`src/design/tcw_pkg.sv`:
```
// Shared constants, command types and helpers for the text console writer.
package tcw_pkg;

	localparam int COLUMNS    = 80;
	localparam int ROWS       = 25;
	localparam int CELL_COUNT = COLUMNS * ROWS;
	localparam int ADDR_W     = $clog2(CELL_COUNT);

	localparam int OPC_W   = 2;
	localparam int CHAR_W  = 8;
	localparam int IDX_W   = 11;
	localparam int COLOR_W = 8;
	localparam int CELL_W  = 16;
	localparam int ROW_W   = 5;
	localparam int COL_W   = 7;

	localparam logic [OPC_W-1:0] OP_PUT   = 2'd0;
	localparam logic [OPC_W-1:0] OP_READ  = 2'd1;
	localparam logic [OPC_W-1:0] OP_CLEAR = 2'd2;

	localparam logic [CHAR_W-1:0] CH_BACKSPACE = 8'd8;
	localparam logic [CHAR_W-1:0] CH_TAB       = 8'd9;
	localparam logic [CHAR_W-1:0] CH_NEWLINE   = 8'd10;
	localparam logic [CHAR_W-1:0] CH_RETURN    = 8'd13;
	localparam logic [CHAR_W-1:0] BLANK_CHAR   = 8'h20;

	localparam int TAB_SPACES = 4;
	localparam int REM_W      = $clog2(TAB_SPACES);

	localparam logic [COLOR_W-1:0] COLOR_RESET = 8'h0A;
	localparam logic [CELL_W-1:0]  RESET_BLANK = {COLOR_RESET, BLANK_CHAR};

	localparam int QUEUE_DEPTH = 2;
	localparam int QPTR_W      = (QUEUE_DEPTH > 1) ? $clog2(QUEUE_DEPTH) : 1;
	localparam int QCNT_W      = $clog2(QUEUE_DEPTH + 1);

	typedef enum logic [2:0] {
		CMD_PRINT,
		CMD_TAB,
		CMD_NEWLINE,
		CMD_RETURN,
		CMD_BACKSPACE,
		CMD_READ,
		CMD_CLEAR,
		CMD_NOP
	} cmd_kind_t;

	typedef struct packed {
		cmd_kind_t          kind;
		logic [CHAR_W-1:0]  ch;
		logic [IDX_W-1:0]   cell_index;
		logic               in_range;
	} cmd_t;

	function automatic logic [ADDR_W-1:0] cell_addr(input logic [ROW_W-1:0] row,
			input logic [COL_W-1:0] col);
		cell_addr = ADDR_W'(row) * ADDR_W'(COLUMNS) + ADDR_W'(col);
	endfunction

endpackage

```
`src/design/tcw_cmd_fifo.sv`:
```
// Short command queue between the front end and the back end.
module tcw_cmd_fifo (
	input  logic          clk,
	input  logic          arst_n,
	input  logic          push_valid,
	output logic          push_ready,
	input  tcw_pkg::cmd_t push_cmd,
	output logic          pop_valid,
	input  logic          pop_ready,
	output tcw_pkg::cmd_t pop_cmd
);
	import tcw_pkg::*;

	cmd_t               entries_q [QUEUE_DEPTH];
	logic [QPTR_W-1:0]  wr_ptr_q;
	logic [QPTR_W-1:0]  rd_ptr_q;
	logic [QCNT_W-1:0]  count_q;
	logic               do_push;
	logic               do_pop;

	assign push_ready = count_q != QCNT_W'(QUEUE_DEPTH);
	assign pop_valid  = count_q != '0;
	assign pop_cmd    = entries_q[rd_ptr_q];
	assign do_push    = push_valid && push_ready;
	assign do_pop     = pop_valid && pop_ready;

	always_ff @(posedge clk) begin
		if (do_push) begin
			entries_q[wr_ptr_q] <= push_cmd;
		end
	end

	always_ff @(posedge clk or negedge arst_n) begin
		if (!arst_n) begin
			wr_ptr_q <= '0;
			rd_ptr_q <= '0;
			count_q  <= '0;
		end else begin
			if (do_push) begin
				wr_ptr_q <= (wr_ptr_q == QPTR_W'(QUEUE_DEPTH - 1)) ? '0 : wr_ptr_q + 1'b1;
			end
			if (do_pop) begin
				rd_ptr_q <= (rd_ptr_q == QPTR_W'(QUEUE_DEPTH - 1)) ? '0 : rd_ptr_q + 1'b1;
			end
			if (do_push && !do_pop) begin
				count_q <= count_q + 1'b1;
			end else if (do_pop && !do_push) begin
				count_q <= count_q - 1'b1;
			end
		end
	end

endmodule

```
`config.mk`:
```
export PLATFORM = sky130hd
export DESIGN_NAME = tcw_cmd_fifo
export DESIGN_NICKNAME = d
export VERILOG_FILES = /design/src/design/tcw_pkg.sv /design/src/design/tcw_cmd_fifo.sv
export SDC_FILE = /design/constraint.sdc
export NUM_CORES = 1
export LEC_CHECK = 0
export BUFFER_PORTS_ARGS = -buffer_cell sky130_fd_sc_hd__buf_2
export CORE_UTILIZATION = 29
export DETAILED_ROUTE_END_ITERATION = 8
export MAX_ROUTING_LAYER = met4
export SETUP_SLACK_MARGIN = 0.1
export SLEW_MARGIN = 20
export SYNTH_ARGS = -nofsm -noshare
export SYNTH_HDL_FRONTEND = slang
export SYNTH_SLANG_ARGS = --single-unit
```
`constraint.sdc`:
```
create_clock -name clk -period 2.4 [get_ports clk]
set_clock_uncertainty 0.15 [all_clocks]
set_input_delay 0.12 -clock clk [delete_from_list [all_inputs] [get_ports clk]]
set_output_delay 0.12 -clock clk [all_outputs]
set_load 0.02 [all_outputs]
```
==> flow_summary.yaml <==
power_and_ir_drop:
  combPwrFrac_pct: 38.7
  power_leakage_nw: 1.07
  p_int_mw: 2.04
  p_per_area_mw_per_mm2: 1130
  p_switching_mw: 0.952
  pwr-share-seq_pct: 42.4
  p_total_mw: 2.99
  swShare_pct: 31.8
  clockPowerShare_pct: 18.9
  ir_worst_vdd_mv: 0.353
clocking:
  cts_tree: "built"
  cts_num_sinks: 50
  cts_root_buf: "clkbuf_8"
  h-tree-depth: 2
  cts_buffers: 5
  clk_pin_slew_ns: 0.08
  clk_path_buf_depth: 2
  clk_latency_ns: 0.29
timing:
  rsz0062_at_grt: "false"
  finalHoldViolations: 0
  fmax_mhz: 550
  period_needed_ns: 1.82
  fin_crit_sh_pct: 75.7
  worst_slew_pin_slew_ns: 0.418
  finalSetupViolCount: 0
  finalSetupTns_ns: 0
  slew_headroom_pct: 72.1
  slew_violations: 0
critical_path:
  endpoint_kind: "output pin"
  worstSetupPathType: "reg2out"
  startpoint_type: "flop"
  critPathRequiredTime_ns: 2.13
  r2r_slack_ns: 0.72
  cp_max_fo: 24
  critPathArrivalTime_ns: 1.55
  r2r_cells: 7
  r2r_end: "count_q[1]"
  regToRegStartpoint: "count_q[0]"
routing:
  postRouteAntennaNets: 0
  dr_total_vias: 1042
  drtPass1Iterations: 6
  first_iter_violations: 40
  via_per_inst: 4.13
  drc: 12
  wl_per_cell_microns: 12.9
  wirelength_microns: 3260
global_routing:
  gr-usage-all-layers_pct: 10.5
  grt.overflow.total: 0
  grt_antenna_before_repair: 0
  grt_max_degree: 25
  grt_pass1_vias: 1131
  grt_first_pass_wirelength_microns: 5300
finish:
  num_antenna_cells: 0
  finalNetCount: 202
  fillers: 592
  final_layout_size_suffix_gt1_share_pct: 49.1
  multi_input_area_sq_um: 425
  final_area_sq_mm: 0.00266
  fin_cells: 252
  area_delta_synth_final_pct: 35.5
  regArea_sq_mm: 0.00148
placed_design:
  port_buffers: 51
  dp.cells: 218
  gp_congestion: 0.649
  placed_cell_area_sq_mm: 0.00228
logic_synthesis:
  synth_edf_count: 46
  netlist_area_sq_mm: 0.00196
  synth_top_area_share_pct: 70.5
  ys_types: 16
  avgSynthCellArea_sq_um: 21.8
  ys_ff_latch: 50
  synthFlopType: "edfxtp_1"
  syn_inst: 90
  ys_warn_count: 0
  async_reset_ff_share_pct: 8.00
  synth-seq-area-share_pct: 75.6
  synth_top_area_cell: "edfxtp_1"
  yosys.cell_count.top_type: "edfxtp_1"
  netlist_top_cells_area: "edfxtp_1 (70%), mux2_4 (15%), dfrtp_1 (5.1%), mux2_2 (2.3%), buf_12 (2.0%)"
  syn_nets: 118
  synth_commonest_cells: "edfxtp_1 (46), mux2_4 (19), dfrtp_1 (4), mux2_2 (4), xnor2_1 (3)"
outcome:
  status: "complete, but fails checks"
  violations: "design-rule violations"
floorplanning:
  rows: 29
  initial_core_util_pct: 30.5
  fp.dieH_microns: 84.2
  coreArea_sq_mm: 0.00642
  ios: 52
  die_area_sq_mm: 0.00709
  die-width_microns: 84.2
hold_path:
  holdPathEnd: "wr_ptr_q"
  hp-class: "in2reg"
  hold_path_depth: 3
  min_from: "push_valid"
flow_run:
  maxCapViolCount: 0
stage by stage:
step	util [%]	hold WS, ns	setup slack (ns)
2_1_floorplan	-	-0.326	0.436
3_3_place_gp	35.6	-0.226	0.855
3_5_place_dp	35.6	-0.216	0.732
4_1_cts	41.3	0.0399	0.519
5_1_grt	41.3	0.0755	0.481
6_report	41.3	0.0530	0.583
worst max path at each step:
stage	start	to	depth (start not counted)
floorplan	count_q[0]	entries_q[0][0]	3
global placement	count_q[0]	count_q[1]	6
detailed placement	count_q[0]	count_q[1]	7
CTS	rd_ptr_q	pop_cmd[2]	3
global route	rd_ptr_q	pop_cmd[2]	3
finish	rd_ptr_q	pop_cmd[2]	3
sequential cells by signal, summed over array words and instances, names as in the netlist:
register	flops
entries_q	46
wr_ptr_q	1
rd_ptr_q	1
count_q	2
per-layer routing:
metal	track usage, %	part of all wire (%)	wire [microns]
met5	-	0	0
met3	4.03	5.4	177
met2	19.1	55	1800
met4	3.29	0.83	27
met1	10.3	38	1260
placed cells by master (no fill, tap or decap), types with 2 or more instances in the layout:
| master | netlist | routed |
|---|---|---|
| buf_2 | 0 | 51 |
| dfrtp_1 | 4 | 4 |
| mux2_2 | 4 | 4 |
| edfxtp_1 | 46 | 46 |
| xnor2_1 | 3 | 3 |
| buf_4 | 0 | 3 |
| xor2_1 | 2 | 2 |
| clkbuf_8 | 0 | 5 |
| dlygate4sd3_1 | 0 | 26 |
| mux2_4 | 19 | 19 |
what timing repair did:
action / CTS / global route
endpoints found under the hold margin: 51 / 0
setup buffers: 0 / 0
gates resized for setup: 0 / 0
hold buffers: 26 / 0
critical path, stage by stage (launching register included):
cell and delay (ns):
dfrtp_1 0.34, buf_4 0.38, mux2_2 0.38, buf_2 0.16
cell type report:
type | instances | area share [%]
sequential | 50 | 55.8
timing repair buffer | 80 | 20.3
multi-input combinational | 36 | 16.0
tap | 77 | 3.63
clock buffer | 6 | 2.73
clock inverter | 2 | 1.41
inverter | 1 | 0.141
logic make-up (layout without fill, tap and decap cells):
logic type                 Yosys count  count (layout)  share of synthesized area, %
and+or+nand+nor                      7               7                          1.85
adders and majority gates            1               1                         0.638
muxes                               23              23                          16.9
DFF                                 50              50                          75.6
xor gates and xnor gates             5               5                          2.24
buffers and inverters                4              89                          2.81
power by group through the flow:
stage	registers (mW)	logic [mW]	clock network, mW
finish	1.27	1.16	0.565
global route	1.29	1.24	0.624
CTS	1.27	1.19	0.589
detailed placement	1.29	1.15	0
global placement	1.27	1.13	0
floorplan	1.27	0.924	0
Note: power is estimated with default switching activity, not from simulation.
