===== src/design/tcw_pkg.sv =====
// Shared constants, command types and helpers for the text console writer.
package tcw_pkg;

	localparam int COLUMNS    = 80;
	localparam int ROWS       = 25;
	localparam int CELL_COUNT = COLUMNS * ROWS;
	localparam int ADDR_W     = $clog2(CELL_COUNT);

	localparam int OPC_W   = 2;
	localparam int CHAR_W  = 8;
	localparam int IDX_W   = 11;
	localparam int COLOR_W = 8;
	localparam int CELL_W  = 16;
	localparam int ROW_W   = 5;
	localparam int COL_W   = 7;

	localparam logic [OPC_W-1:0] OP_PUT   = 2'd0;
	localparam logic [OPC_W-1:0] OP_READ  = 2'd1;
	localparam logic [OPC_W-1:0] OP_CLEAR = 2'd2;

	localparam logic [CHAR_W-1:0] CH_BACKSPACE = 8'd8;
	localparam logic [CHAR_W-1:0] CH_TAB       = 8'd9;
	localparam logic [CHAR_W-1:0] CH_NEWLINE   = 8'd10;
	localparam logic [CHAR_W-1:0] CH_RETURN    = 8'd13;
	localparam logic [CHAR_W-1:0] BLANK_CHAR   = 8'h20;

	localparam int TAB_SPACES = 4;
	localparam int REM_W      = $clog2(TAB_SPACES);

	localparam logic [COLOR_W-1:0] COLOR_RESET = 8'h0A;
	localparam logic [CELL_W-1:0]  RESET_BLANK = {COLOR_RESET, BLANK_CHAR};

	localparam int QUEUE_DEPTH = 2;
	localparam int QPTR_W      = (QUEUE_DEPTH > 1) ? $clog2(QUEUE_DEPTH) : 1;
	localparam int QCNT_W      = $clog2(QUEUE_DEPTH + 1);

	typedef enum logic [2:0] {
		CMD_PRINT,
		CMD_TAB,
		CMD_NEWLINE,
		CMD_RETURN,
		CMD_BACKSPACE,
		CMD_READ,
		CMD_CLEAR,
		CMD_NOP
	} cmd_kind_t;

	typedef struct packed {
		cmd_kind_t          kind;
		logic [CHAR_W-1:0]  ch;
		logic [IDX_W-1:0]   cell_index;
		logic               in_range;
	} cmd_t;

	function automatic logic [ADDR_W-1:0] cell_addr(input logic [ROW_W-1:0] row,
			input logic [COL_W-1:0] col);
		cell_addr = ADDR_W'(row) * ADDR_W'(COLUMNS) + ADDR_W'(col);
	endfunction

endpackage


===== src/design/tcw_if.sv =====
// Handshake channel interfaces: request, response and color write.
interface tcw_req_if;
	logic                        valid;
	logic                        ready;
	logic [tcw_pkg::OPC_W-1:0]   opcode;
	logic [tcw_pkg::CHAR_W-1:0]  char_code;
	logic [tcw_pkg::IDX_W-1:0]   cell_index;

	modport source (output valid, opcode, char_code, cell_index, input ready);
	modport sink (input valid, opcode, char_code, cell_index, output ready);
endinterface



===== src/design/tcw_front.sv =====
// Front end: accepts requests and classifies them into console commands.
module tcw_front (
	input  logic          init_busy,
	tcw_req_if.sink       req,
	output logic          push_valid,
	input  logic          push_ready,
	output tcw_pkg::cmd_t push_cmd
);
	import tcw_pkg::*;

	cmd_kind_t kind;

	always_comb begin
		case (req.opcode)
			OP_PUT: begin
				case (req.char_code)
					CH_BACKSPACE: kind = CMD_BACKSPACE;
					CH_TAB:       kind = CMD_TAB;
					CH_NEWLINE:   kind = CMD_NEWLINE;
					CH_RETURN:    kind = CMD_RETURN;
					default:      kind = CMD_PRINT;
				endcase
			end
			OP_READ:  kind = CMD_READ;
			OP_CLEAR: kind = CMD_CLEAR;
			default:  kind = CMD_NOP;
		endcase
	end

	assign push_cmd.kind       = kind;
	assign push_cmd.ch         = req.char_code;
	assign push_cmd.cell_index = req.cell_index;
	assign push_cmd.in_range   = int'(req.cell_index) < CELL_COUNT;

	// no requests during the power-up clearing pass
	assign push_valid = req.valid && !init_busy;
	assign req.ready  = push_ready && !init_busy;

endmodule


===== src/flat_wrapper.sv =====
// flat-port wrapper written by rule: the top's interface ports become plain ports
module tcw_front_flat import tcw_pkg::*;
  (init_busy, push_valid, push_ready, push_cmd, req_valid, req_opcode, req_char_code, req_cell_index, req_ready);
  tcw_req_if req_i ();
  input  logic init_busy;
  output logic push_valid;
  input  logic push_ready;
  output tcw_pkg::cmd_t push_cmd;
  input wire logic [$bits(req_i.valid)-1:0] req_valid;
  input wire logic [$bits(req_i.opcode)-1:0] req_opcode;
  input wire logic [$bits(req_i.char_code)-1:0] req_char_code;
  input wire logic [$bits(req_i.cell_index)-1:0] req_cell_index;
  output wire logic [$bits(req_i.ready)-1:0] req_ready;
  assign req_i.valid = req_valid;
  assign req_i.opcode = req_opcode;
  assign req_i.char_code = req_char_code;
  assign req_i.cell_index = req_cell_index;
  assign req_ready = req_i.ready;
  tcw_front u_core (.init_busy(init_busy), .req(req_i), .push_valid(push_valid), .push_ready(push_ready), .push_cmd(push_cmd));
endmodule

===== config.mk =====
export PLATFORM = sky130hd
export DESIGN_NAME = tcw_front_flat
export DESIGN_NICKNAME = d
export VERILOG_FILES = /design/src/design/tcw_pkg.sv /design/src/design/tcw_if.sv /design/src/design/tcw_front.sv /design/src/flat_wrapper.sv
export SDC_FILE = /design/constraint.sdc
export NUM_CORES = 1
export LEC_CHECK = 0
export BUFFER_PORTS_ARGS = -buffer_cell sky130_fd_sc_hd__buf_2
export CAP_MARGIN = 20
export CELL_PAD_IN_SITES_DETAIL_PLACEMENT = 1
export CELL_PAD_IN_SITES_GLOBAL_PLACEMENT = 1
export CORE_UTILIZATION = 15
export DETAILED_ROUTE_END_ITERATION = 7
export GPL_TIMING_DRIVEN = 0
export PLACE_DENSITY_LB_ADDON = 0.2
export REMOVE_ABC_BUFFERS = 1
export SYNTH_ARGS = -nofsm -noshare
export SYNTH_HDL_FRONTEND = slang
export SYNTH_SLANG_ARGS = --single-unit
export TNS_END_PERCENT = 10

===== constraint.sdc =====
create_clock -name vclk -period 1
set_input_delay 0.05 -clock vclk [all_inputs]
set_output_delay 0.05 -clock vclk [all_outputs]
set_load 0.03 [all_outputs]

==> results_dict.tcl, run 1 <==
set metrics [dict create \
    status "finished, violations left" \
    violations "setup timing" \
    slew_violations 0 \
    relSlewSlack_pct 84.14 \
    synthTopCellsByArea "buf_4 (49%), ha_1 (8.5%), o41ai_2 (5.5%)" \
    tightest_slew_ns 0.2354 \
    fin_nets 88 \
    finalNonFillerCells 85 \
    dp.cells 85 \
    rsz0062_at_grt "true" \
    place_congestion 0.6378 \
    grt_max_degree 6 \
    dieWidth_microns 46.28 \
    post-route-period-util_pct 124.8 \
    crit_fanout 2 \
    ant_nets 0 \
    clockPowerShare_pct 0 \
    area_growth_pct 41.28 \
    vias 315 \
    p_total_mw 0.2477 \
    wire_per_inst_microns 9.776 \
    timing.fmax_mhz 801.2 \
    switching_share_pct 62.58 \
    layout-drive-gt1-share_pct 73.33 \
    p_int_mw 0.09271 \
    crit_required_ns 0.95 \
    max_cap_violations 0 \
    cp.arrival_ns 1.20 \
    grt_use_total_pct 6.165 \
    io_buffers 41 \
    crit_start "req_char_code[7]" \
    p_seq_share_pct 0 \
    synth_cells 38 \
    hold_viol_final 0 \
    avgViaCountPerCell 3.706 \
    drt-total-wl_microns 831 \
    setup_viol 3 \
    first_pass_iters 2 \
    worstSetupEndpoint "push_cmd[20]" \
    clkbuf_count 0 \
    die-height_microns 46.28 \
    synth.most_common_cell "buf_4" \
    yosysTopAreaCell "buf_4" \
    startpoint_type "primary input" \
    cp-end-kind "output pin" \
    p_per_area_mw_per_mm2 596.4 \
    fin_hold_ws_ns 0.1002 \
    antenna_found_initial 0 \
    overflow 0 \
    top_layer "met3" \
    io_pins 49 \
    p_leak_nw 0.2431 \
    synth_top_area_share_pct 48.51 \
    grt_pass1_wl_microns 1028 \
    fillers 231 \
    core-area_sq_mm 0.001783 \
    drc_errors 0 \
    ys_types 15 \
    wl_met2_microns 466 \
    wl_met1_microns 318 \
    antenna_cells 0 \
    die_area_sq_mm 0.002141 \
    regArea_sq_um 0 \
    ys_seq_area_share_pct 0 \
    dr_wl_met3_microns 46 \
    yosysWarnings 0 \
    comb_power_share_pct 100.0 \
    crit_type "primary input to output pin" \
    initial_core_util_pct 16.49 \
    grt_pass1_vias 243 \
    rows 15 \
    seq_cell_count 0 \
    hold_class "primary input to output pin" \
    avgSynthCellArea_sq_um 7.738 \
    peakVddDrop_uv 164.5 \
    switchingPower_mw 0.1550 \
    fin_ws_ns -0.2481 \
    syn_area_sq_um 294.0 \
    finalCriticalPeriod_ns 1.248 \
    drt_iter0_markers 1 \
]
-- per-stage QoR --
| step | area [sq um] | setup WS [ns] | TNS [ns] | utilization (%) |
|---|---|---|---|---|
| 6_report | 415.4 | -0.2481 | -0.6031 | 23.30 |
| 4_1_cts | 415.4 | -0.2509 | -0.6419 | 23.30 |
| 2_1_floorplan | 151.4 | -0.3673 | -0.6717 | - |
| 5_1_grt | 415.4 | -0.2922 | -0.7560 | 23.30 |
| 3_3_place_gp | 387.9 | -0.3404 | -0.9271 | 21.75 |
| 3_5_place_dp | 387.9 | -0.3478 | -0.9848 | 21.75 |
-- timing repair --
action                                 in CTS  in global routing
pin swaps                                   4                  1
hold buffers                                0                  0
buffers inserted                            0                  0
gates resized for setup                     7                  0
setup endpoints to repair                   3                  3
endpoints found under the hold margin       0                  0
-- power by group through the flow --
stage	logic (mW)	clock network [mW]	registers, mW
4_1_cts	0.251	0	0
3_3_place_gp	0.234	0	0
3_5_place_dp	0.234	0	0
2_1_floorplan	0.0675	0	0
6_report	0.248	0	0
5_1_grt	0.264	0	0
-- layout by cell type (no fill, tap or decap), types with 2 or more instances in the layout --
master	count
a21oi_1	2
buf_2	37
buf_6	3
ha_1	2
inv_1	2
nor2_1	2
nor2b_1	2
-- cell families after synthesis --
logic type	count (synthesis)	synth area share (%)
AO/OA/AOI/OAI	6	18.30
adder cells (fa/ha/maj)	2	8.509
buffers and inverters	21	51.07
AND/OR/NAND/NOR	9	22.13
-- critical path, cell delays in order --
cell	delay (ns)
buf_6	0.09
or4b_4	0.56
nor3_4	0.14
a311o_1	0.22
buf_6	0.14
-- worst min path at each step --
stage	from	to	cells after the start	slack [ns]
global placement	req_cell_index[0]	push_cmd[1]	0	0.10
floorplan	req_cell_index[9]	push_cmd[10]	0	0.10
finish	req_cell_index[2]	push_cmd[3]	0	0.10
global route	req_cell_index[1]	push_cmd[2]	0	0.10
CTS	req_cell_index[0]	push_cmd[1]	0	0.10
detailed placement	req_cell_index[0]	push_cmd[1]	0	0.10
-- cell type report --
| type | instances | area, sq um | share of cell area [%] |
|---|---|---|---|
| timing repair buffer | 41 | 226.5 | 54.52 |
| tap | 25 | 31.28 | 7.530 |
| multi-input combinational | 17 | 150.1 | 36.14 |
| inverter | 2 | 7.507 | 1.807 |
-- layer usage --
layer  global-route usage (%)  vias up
li1                         -      159
met1                    7.604      139
met3                   0.7843        0
met4                        0        0
met5                        0        -
met2                    11.83       17
(Power assumes the default switching activity.)
==> run 2, diff against run 1 <==
Settings changed: CORE_MARGIN set to 10, CORE_UTILIZATION 15 to 18.
Clock period 1 ns to 1.5 ns, I/O delays scaled along.
==> results_dict.tcl, run 2 (synthesized netlist as in run 1, its figures left out) <==
set metrics [dict create \
    crit_start "req_char_code[5]" \
    hold_viol_final 0 \
    hold_start "req_cell_index[2]" \
    clkbuf_count 0 \
    io_pins 49 \
    setup_viol 0 \
    post_cts.repair.setup_buffers 0 \
    hold_depth 0 \
    fin_nets 88 \
    final_common_cell "buf_2" \
    die-height_microns 60.42 \
    timing.fmax_mhz 738.1 \
    fillers 207 \
    core-area_sq_mm 0.001524 \
    grt_max_degree 6 \
    antenna_found_initial 0 \
    stdcell_area_sq_um 376.6 \
    regArea_sq_um 0 \
    io_buffers 41 \
    dpl_cell_area_sq_um 376.6 \
    crit_required_ns 1.42 \
    cp_cell_sequence "buf_2 -> or4b_4 -> nor3_2 -> a311o_1 -> buf_2" \
    peakVddDrop_uv 106.3 \
    worstSetupEndpoint "push_cmd[20]" \
    max_stage_delay_ns 0.54 \
    grt_use_total_pct 5.371 \
    tightest_slew_ns 0.2090 \
    crit_type "primary input to output pin" \
    cp_slowest_cell "or4b_4" \
    drt-total-wl_microns 1111 \
    dp_hpwl_microns 1060 \
    p_per_area_mw_per_mm2 413.9 \
    relSlewSlack_pct 85.92 \
    max_cap_violations 0 \
    wire_per_inst_microns 14.62 \
    cp-end-kind "output pin" \
    multi_input_area_sq_um 143.9 \
    drt_iter0_markers 0 \
    cp.arrival_ns 1.28 \
    ctsHoldBuffers 0 \
    rows 14 \
    grt_pass1_vias 343 \
    hold_class "primary input to output pin" \
    initial_core_util_pct 19.29 \
    area_growth_pct 28.09 \
    rsz0062_at_grt "false" \
    startpoint_type "primary input" \
    switching_share_pct 65.86 \
    p_seq_share_pct 0 \
    seq_cell_count 0 \
    crit_path_frequent_cell "buf_2" \
    grt_pass1_wl_microns 1587 \
    die_area_sq_mm 0.003650 \
    slew_violations 0 \
    crit_fanout 2 \
    p_leak_nw 0.2290 \
    ant_nets 0 \
    p_int_mw 0.05322 \
    antenna_cells 0 \
    switchingPower_mw 0.1027 \
    first_pass_iters 1 \
    finalCriticalPeriod_ns 1.355 \
    layout-drive-gt1-share_pct 73.33 \
    comb_power_share_pct 100.0 \
    fin_setup_tns_ns 0 \
    drc_errors 0 \
    place_congestion 0.6731 \
    status "finished, final reports clean" \
    dieWidth_microns 60.42 \
    avgViaCountPerCell 4.132 \
    cts_resized 0 \
    clockPowerShare_pct 0 \
    post-route-period-util_pct 90.33 \
    overflow 0 \
    vias 314 \
]
[run 2: cell counts in the layout (fill, tap and decap cells not counted)]
Identical to the previous run, type by type.
[run 2: layer usage]
metal	part of all wire, %	vias to the layer above	GRT usage (%)
met1	30	140	4.918
met2	60	18	11.03
met5	0	-	0
met4	0	0	0
li1	-	156	-
met3	9.3	0	2.505
[run 2: how the worst min path moves through the flow]
stage	endpoint	slack [ns]
final	push_cmd[3]	0.15
after global routing	push_cmd[2]	0.15
after CTS	push_cmd[1]	0.15
after detailed placement	push_cmd[1]	0.15
after global placement	push_cmd[1]	0.15
after floorplan	push_cmd[10]	0.15
[run 2: worst max-delay path: cells and delay by family]
kind / cells / cell delay, ns
simple gates: 2 / 0.73
buf+inv: 2 / 0.29
compound gates: 1 / 0.18
[run 2: cell type report]
cell class,instances,area share (%)
repair buffers,41,54.49
multi-input cells,17,38.21
well taps,16,5.316
inverters,2,1.993
[run 2: stage by stage]
| step | hold slack, ns | instances | worst slack, ns | util (%) | power, mW |
|---|---|---|---|---|---|
| 6_report | 0.1502 | 76 | 0.1451 | 24.71 | 0.1559 |
| 4_1_cts | 0.1503 | 76 | 0.1315 | 24.71 | 0.1594 |
| 3_5_place_dp | 0.1503 | 76 | 0.1341 | 24.71 | 0.1591 |
| 5_1_grt | 0.1502 | 76 | 0.08423 | 24.71 | 0.1676 |
| 3_3_place_gp | 0.1503 | 76 | 0.1171 | 24.71 | 0.1590 |
| 2_1_floorplan | 0.1500 | 19 | 0.08269 | - | 0.04502 |
[run 2: power groups by stage]
stage | Clock (mW) | Sequential (mW) | Combinational (mW)
2_1_floorplan | 0 | 0 | 0.0450
3_3_place_gp | 0 | 0 | 0.159
3_5_place_dp | 0 | 0 | 0.159
4_1_cts | 0 | 0 | 0.159
5_1_grt | 0 | 0 | 0.168
6_report | 0 | 0 | 0.156
==> run 3, diff against run 2 <==
Settings changed: CORE_UTILIZATION 18 to 15, REMOVE_ABC_BUFFERS 1 to not set.
Clock period 1.5 ns to 1.2 ns, I/O delays scaled along.
==> results_dict.tcl, run 3 (synthesized netlist as in run 1, its figures left out) <==
set metrics [dict create \
    final_common_cell "buf_2" \
    fin_nets 111 \
    fin_ws_ns -0.08646 \
    wire_per_inst_microns 12.56 \
    crit_type "primary input to output pin" \
    p_per_area_mw_per_mm2 474.9 \
    cp-end-kind "output pin" \
    final_cell_mix "buf_2 (40), buf_4 (19), buf_6 (5)" \
    initial_core_util_pct 16.49 \
    grt_use_total_pct 6.048 \
    dr_wl_met3_microns 131 \
    relSlewSlack_pct 82.90 \
    wl_met2_microns 809 \
    clkbuf_count 0 \
    ant_nets 0 \
    rsz0062_at_grt "true" \
    grt_pass1_vias 465 \
    fin_util_pct 34.11 \
    wl_met1_microns 415 \
    max_cap_violations 0 \
    startpoint_type "primary input" \
    post_cts.repair.setup_buffers 0 \
    regArea_sq_um 0 \
    antenna_found_initial 0 \
    place_congestion 0.6571 \
    setup_viol 2 \
    grt_pass1_wl_microns 2145 \
    dieWidth_microns 64.28 \
    p_leak_nw 0.3719 \
    drt_iter0_markers 2 \
    die_area_sq_mm 0.004131 \
    io_pins 49 \
    io_buffers 45 \
    ctsHoldBuffers 0 \
    post-route-period-util_pct 107.2 \
    grt_max_degree 6 \
    timing.fmax_mhz 777.3 \
    top_layer "met3" \
    avgViaCountPerCell 3.685 \
    hold_class "primary input to output pin" \
    tightest_slew_ns 0.2557 \
    drc_errors 0 \
    die-height_microns 64.28 \
    first_pass_iters 2 \
    peakVddDrop_uv 151.9 \
    status "finished, violations left" \
    crit_fanout 2 \
    dp_hpwl_microns 1319 \
    drt-total-wl_microns 1356 \
    violations "setup timing" \
    seq_cell_count 0 \
    cp.arrival_ns 1.23 \
    synth_nets 64 \
    fin_setup_tns_ns -0.1376 \
    hold_viol_final 0 \
    area_growth_pct 106.8 \
    finalCriticalPeriod_ns 1.286 \
    core-area_sq_mm 0.001783 \
    layout-drive-gt1-share_pct 83.13 \
    crit_required_ns 1.14 \
    slew_violations 0 \
    antenna_cells 0 \
    vias 398 \
    overflow 0 \
    rows 15 \
]
run 3: layout make-up:
type / instances / area (sq um)
fill: 235 / 1175
timing repair buffer: 45 / 256.5
multi-input combinational: 17 / 170.2
buffer: 19 / 142.6
tap: 25 / 31.28
inverter: 2 / 7.507
run 3: routing by layer:
layer | vias up | GRT usage, %
met5 | - | 0
met4 | 0 | 0
met3 | 0 | 2.439
met2 | 18 | 13.67
met1 | 177 | 4.725
li1 | 203 | -
run 3: worst paths after layout:
check / to / slack, ns / from / depth (start not counted)
worst min-delay path: push_cmd[2] / 0.37 / req_cell_index[1] / 2
worst max-delay path: push_cmd[20] / -0.09 / req_char_code[7] / 5
run 3: report_power, final:
part	total, mW	internal [mW]	switching [mW]
Combinational	0.289	0.128	0.161
Clock	0	0	0
Sequential	0	0	0
Total	0.289	0.128	0.161
run 3: what timing repair did:
item | in CTS | in global routing
pin swaps | 2 | 1
setup endpoints to repair | 3 | 3
gates resized for setup | 7 | 3
gates cloned | 0 | 0
run 3: worst max-delay path: stages:
cell and delay [ns]:
buf_6 0.09, or4b_4 0.57, nor3_4 0.19, a311o_2 0.19, buf_6 0.12
run 3: metrics by stage:
stage	hold WS, ns	power (mW)	cell area (sq um)	worst slack (ns)	cells
floorplan	0.2296	0.1800	306.5	-0.02728	38
global placement	0.3764	0.2696	563.0	-0.1787	108
detailed placement	0.3785	0.2728	563.0	-0.1743	108
CTS	0.3785	0.2874	590.6	-0.09548	108
global route	0.3852	0.3103	608.1	-0.1265	108
finish	0.3741	0.2888	608.1	-0.08646	108
